<file path="src/hw/rtl/assert_macros.svh">
// Assertion helper macros for the scheduler RTL
`ifndef ASSERT_MACROS_SVH
`define ASSERT_MACROS_SVH

// Property that must hold at every clock edge outside reset
`define ASSERT_ALWAYS(label, clk, rst_n, prop, msg) \
  label: assert property (@(posedge clk) disable iff (!rst_n) (prop)) else $error(msg);

// Implication from one cycle to the next
`define ASSERT_NEXT(label, clk, rst_n, ante, cons, msg) \
  label: assert property (@(posedge clk) disable iff (!rst_n) (ante) |=> (cons)) \
    else $error(msg);

`endif

</file>
<file path="src/hw/rtl/pmps_pkg.sv">
// ---------------------------------------------------------------------------
// pmps_pkg
// Types and constants shared by the priority scheduler modules.
// ---------------------------------------------------------------------------
package pmps_pkg;

  localparam int unsigned TAG_W   = 8;
  localparam int unsigned LEVEL_W = 4;
  localparam int unsigned BURST_W = 16;
  localparam int unsigned TIME_W  = 32;
  localparam int unsigned SLOT_W  = TAG_W + BURST_W + TIME_W;

  // Request function codes
  localparam logic FUNC_ARRIVE = 1'b0;
  localparam logic FUNC_TICK   = 1'b1;

  // Result status codes
  localparam logic [1:0] ST_ACCEPT = 2'd0;
  localparam logic [1:0] ST_DROP   = 2'd1;
  localparam logic [1:0] ST_IDLE   = 2'd2;
  localparam logic [1:0] ST_RAN    = 2'd3;

  typedef struct packed {
    logic               func;
    logic [TAG_W-1:0]   task_tag;
    logic [LEVEL_W-1:0] level;
    logic [BURST_W-1:0] burst;
  } in_req_t;

  typedef struct packed {
    logic [1:0]        status;
    logic [TAG_W-1:0]  running_tag;
    logic              finished;
    logic [TIME_W-1:0] turnaround;
    logic [TIME_W-1:0] now;
  } out_req_t;

  typedef struct packed {
    logic [TAG_W-1:0]   tag;
    logic [BURST_W-1:0] remaining;
    logic [TIME_W-1:0]  arrival;
  } slot_t;

  // Controller to datapath commands
  typedef struct packed {
    logic decide;   // evaluate request, update queue state, issue store ops
    logic finish;   // take popped entry, run tick, load result register
  } pmps_cmd_t;

  // Datapath to controller status
  typedef struct packed {
    logic need_read; // decided request popped a store entry
  } pmps_sts_t;

endpackage

</file>
<file path="src/hw/rtl/pmps_ctrl.sv">
// ---------------------------------------------------------------------------
// pmps_ctrl
// Request sequencer: accept, decide, optional store read, result hold.
// ---------------------------------------------------------------------------
`include "assert_macros.svh"

module pmps_ctrl
  import pmps_pkg::*;
(
  input  logic      clk,
  input  logic      rst_n,
  input  logic      in_valid,
  output logic      in_ready,
  output logic      out_valid,
  input  logic      out_ready,
  output pmps_cmd_t cmd,
  input  pmps_sts_t sts
);

  localparam logic [1:0] S_IDLE = 2'd0;
  localparam logic [1:0] S_READ = 2'd1;
  localparam logic [1:0] S_HOLD = 2'd2;

  logic [1:0] state_r, state_nxt;
  logic       acc;

  // Ready when idle, or when the held result leaves this cycle
  assign in_ready  = (state_r == S_IDLE) || (state_r == S_HOLD && out_ready);
  assign out_valid = (state_r == S_HOLD);
  assign acc       = in_valid && in_ready;

  assign cmd.decide = acc;
  assign cmd.finish = (state_r == S_READ) || (acc && !sts.need_read);

  // Next state
  always_comb begin
    state_nxt = state_r;
    unique case (state_r)
      S_IDLE: begin
        if (acc) state_nxt = sts.need_read ? S_READ : S_HOLD;
      end
      S_READ: begin
        state_nxt = S_HOLD;
      end
      S_HOLD: begin
        if (acc) state_nxt = sts.need_read ? S_READ : S_HOLD;
        else if (out_ready) state_nxt = S_IDLE;
      end
      default: state_nxt = S_IDLE;
    endcase
  end

  always_ff @(posedge clk) begin
    if (!rst_n) begin
      state_r <= S_IDLE;
    end else begin
      state_r <= state_nxt;
    end
  end

  `ASSERT_ALWAYS(a_state_legal, clk, rst_n, state_r != 2'd3, "illegal state")
  `ASSERT_NEXT(a_read_then_hold, clk, rst_n, state_r == S_READ, state_r == S_HOLD,
    "read not followed by result")
  `ASSERT_ALWAYS(a_one_cmd, clk, rst_n, !(cmd.decide && state_r == S_READ),
    "decide during read")

endmodule

</file>
<file path="config.mk">
export PLATFORM = sky130hd
export DESIGN_NAME = pmps_ctrl
export DESIGN_NICKNAME = d
export VERILOG_FILES = /design/src/hw/rtl/pmps_pkg.sv /design/src/hw/rtl/pmps_ctrl.sv
export VERILOG_INCLUDE_DIRS = /design/src /design/src/hw/rtl
export SDC_FILE = /design/constraint.sdc
export NUM_CORES = 1
export LEC_CHECK = 0
export BUFFER_PORTS_ARGS = -buffer_cell sky130_fd_sc_hd__buf_2
export CAP_MARGIN = 30
export CORE_AREA = 2 2 39 41
export DETAILED_ROUTE_END_ITERATION = 10
export DIE_AREA = 0 0 41 43
export PLACE_DENSITY = 0.31
export SLEW_MARGIN = 10
export SYNTH_ARGS = -nofsm -noshare
export SYNTH_HDL_FRONTEND = slang
export SYNTH_SLANG_ARGS = --single-unit
</file>
<file path="constraint.sdc">
create_clock -name clk -period 2 [get_ports clk]
set_input_delay 0.2 -clock clk [delete_from_list [all_inputs] [get_ports clk]]
set_output_delay 0.2 -clock clk [all_outputs]
set_load 0.02 [all_outputs]
</file>
==> results_dict.tcl <==
set metrics [dict create \
    power_mw 0.1655 \
    max_cap_viol_count 0 \
    ys_ff_latch 2 \
    hpwl_um 265.3 \
    start_util_pct 9.674 \
    viasPerCell 3.425 \
    p_per_area_nw_per_um2 792.2 \
    die-area_um2 1763 \
    fin_nets 31 \
    finalSetupViolations 0 \
    p_leak_nw 0.09646 \
    port_buffers 8 \
    crit_path_start_kind "flip-flop" \
    pin_count 9 \
    fin_crit_ns 1.295 \
    rows 14 \
    synth_edf_count 0 \
    cts_buffer_depth 2 \
    dieWidth_um 41 \
    reg_top3 "state_r: 2 flops" \
    syn_area_per_cell_um2 9.563 \
    drive_gt1_share_pct 54.17 \
    path_clk_slew_ns 0.03 \
    synth_area_um2 133.9 \
    final_util_pct 15.10 \
    synth_fp_nets 19 \
    crit_path_end_kind "primary output" \
    antenna_found_initial 0 \
    root_buffer "clkbuf_4" \
    max_clock_freq_mhz 772.3 \
    dr_wl_met3_um 32 \
    cts_tree "built" \
    htreeDepth 1 \
    critPathMaxStageDelay_ns 0.37 \
    worstPathArrival_ns 1.09 \
    clkLatencyLatePin_ns 0.22 \
    rsz0062_at_grt "no" \
    finalSetupTns_ns 0 \
    path_cells "nand2b_1 > a2bb2oi_1 > buf_2" \
    synth_top_flop_cell "dfxtp_1" \
    cts_setup_buffers 0 \
    clock_skew_ns 0.0001278 \
    antenna_cells 0 \
    max_slew_margin_pct 81.99 \
    syn_inst 14 \
    first_pass_iters 4 \
    yosysWarnings 0 \
    gp_congestion 0.5815 \
    worst_path_max_delay_cell "dfxtp_1" \
    finalMaxSlewViolations 0 \
    area_delta_synth_final_pct 56.07 \
    met1Wirelength_um 146 \
    outcome "complete, no violations" \
    synth-seq-area-share_pct 29.91 \
    synthTopCellsByCount "2 x dfxtp_1, 2 x nand2_1" \
    grt_overflow 0 \
    track_usage_pct 4.605 \
    synth_top_cell_by_area "dfxtp_1" \
    highest_layer "met3" \
    cts_buffers 3 \
    wirelength_um 331 \
    synth_top_area_share_pct 29.91 \
    dp_slack_ns 0.9365 \
    cp_top_family "flip-flops" \
    final.period_utilization_pct 64.75 \
    worstPathRequired_ns 1.80 \
    yosysUniqueCellTypes 12 \
    top_register "state_r" \
    die_h_um 43 \
    tightest_slew_ns 0.2698 \
    cts_sinks 2 \
    wire_per_inst_um 8.275 \
    ir_drop_mv 0.2177 \
    yosys-top-cells-area "dfxtp_1 30%, nor4b_2 11%, nor2b_4 10%" \
    fillers 163 \
    drt-initial-drc-count 3 \
    ctsHoldBuffers 0 \
    vias 137 \
    setup_ws_ns 0.7051 \
    hp-class "input pin to flip-flop" \
    postCtsResizedCells 0 \
    crit_buf_inv 1 \
    grt_pass1_vias 138 \
    async_flop_share_pct 0 \
    finalHoldViolations 0 \
    cp_max_fo 8 \
    grt_pass1_wl_um 483 \
    coreArea_um2 1384 \
    crit_type "flip-flop to primary output" \
    postRouteAntennaNets 0 \
    drc 0 \
    wl_met2_um 152 \
    grt_max_degree 9 \
    largest_register_ffs 2 \
]
[per-stage QoR]
stage               cell area, um^2  std cells  hold slack (ns)
finish                        209.0         40           0.2308
global route                  209.0         40           0.2246
CTS                           209.0         40           0.2237
detailed placement            186.4         37           0.4609
global placement              186.4         37           0.4592
floorplan                     133.9         14           0.3312
[worst register-to-register path: stages, from the launching register on]
cell	delay, ns
dfxtp_1	0.32
nor2b_4	0.15
o311a_1	0.32
[kinds of logic after synthesis]
kind of cell / Yosys count / share of synthesized area, %
flops: 2 / 29.91
compound gates: 2 / 14.02
buf+inv: 1 / 5.610
simple gates: 9 / 50.47
[layer usage]
| layer | up-vias | GRT usage [%] |
|---|---|---|
| met2 | 8 | 5.000 |
| li1 | 69 | - |
| met4 | 0 | 6.000 |
| met5 | - | 0 |
| met3 | 0 | 3.141 |
| met1 | 60 | 4.777 |
[cells in the final DEF, fill, tap and decap left out, types with 2 or more instances in the layout]
cell type and count:
buf_2 8, clkbuf_4 3, nand2_1 2, dfxtp_1 2
[report_power, final]
part	internal, mW	leakage (nW)	switching, mW
Combinational	0.0153	0.0662	0.0176
Sequential	0.0426	0.0165	0.00324
Clock	0.0660	0.0138	0.0208
Total	0.124	0.0965	0.0416
[cell type report]
type	instances	area [um^2]	share of cell area, %
Timing Repair Buffer	8	40.04	19.16
Sequential cell	2	40.04	19.16
Multi-Input combinational cell	11	86.33	41.32
Clock buffer	3	22.52	10.78
Tap cell	16	20.02	9.581
[worst paths after layout]
check              from         end  slack [ns]  cells past startpoint
max reg2reg  state_r[1]  state_r[1]        1.10                      2
min reg2reg  state_r[1]  state_r[1]        0.56                      2
min                 sts  state_r[0]        0.23                      3
max          state_r[0]      cmd[0]        0.71                      3
Power figures use the tool's default switching activity.
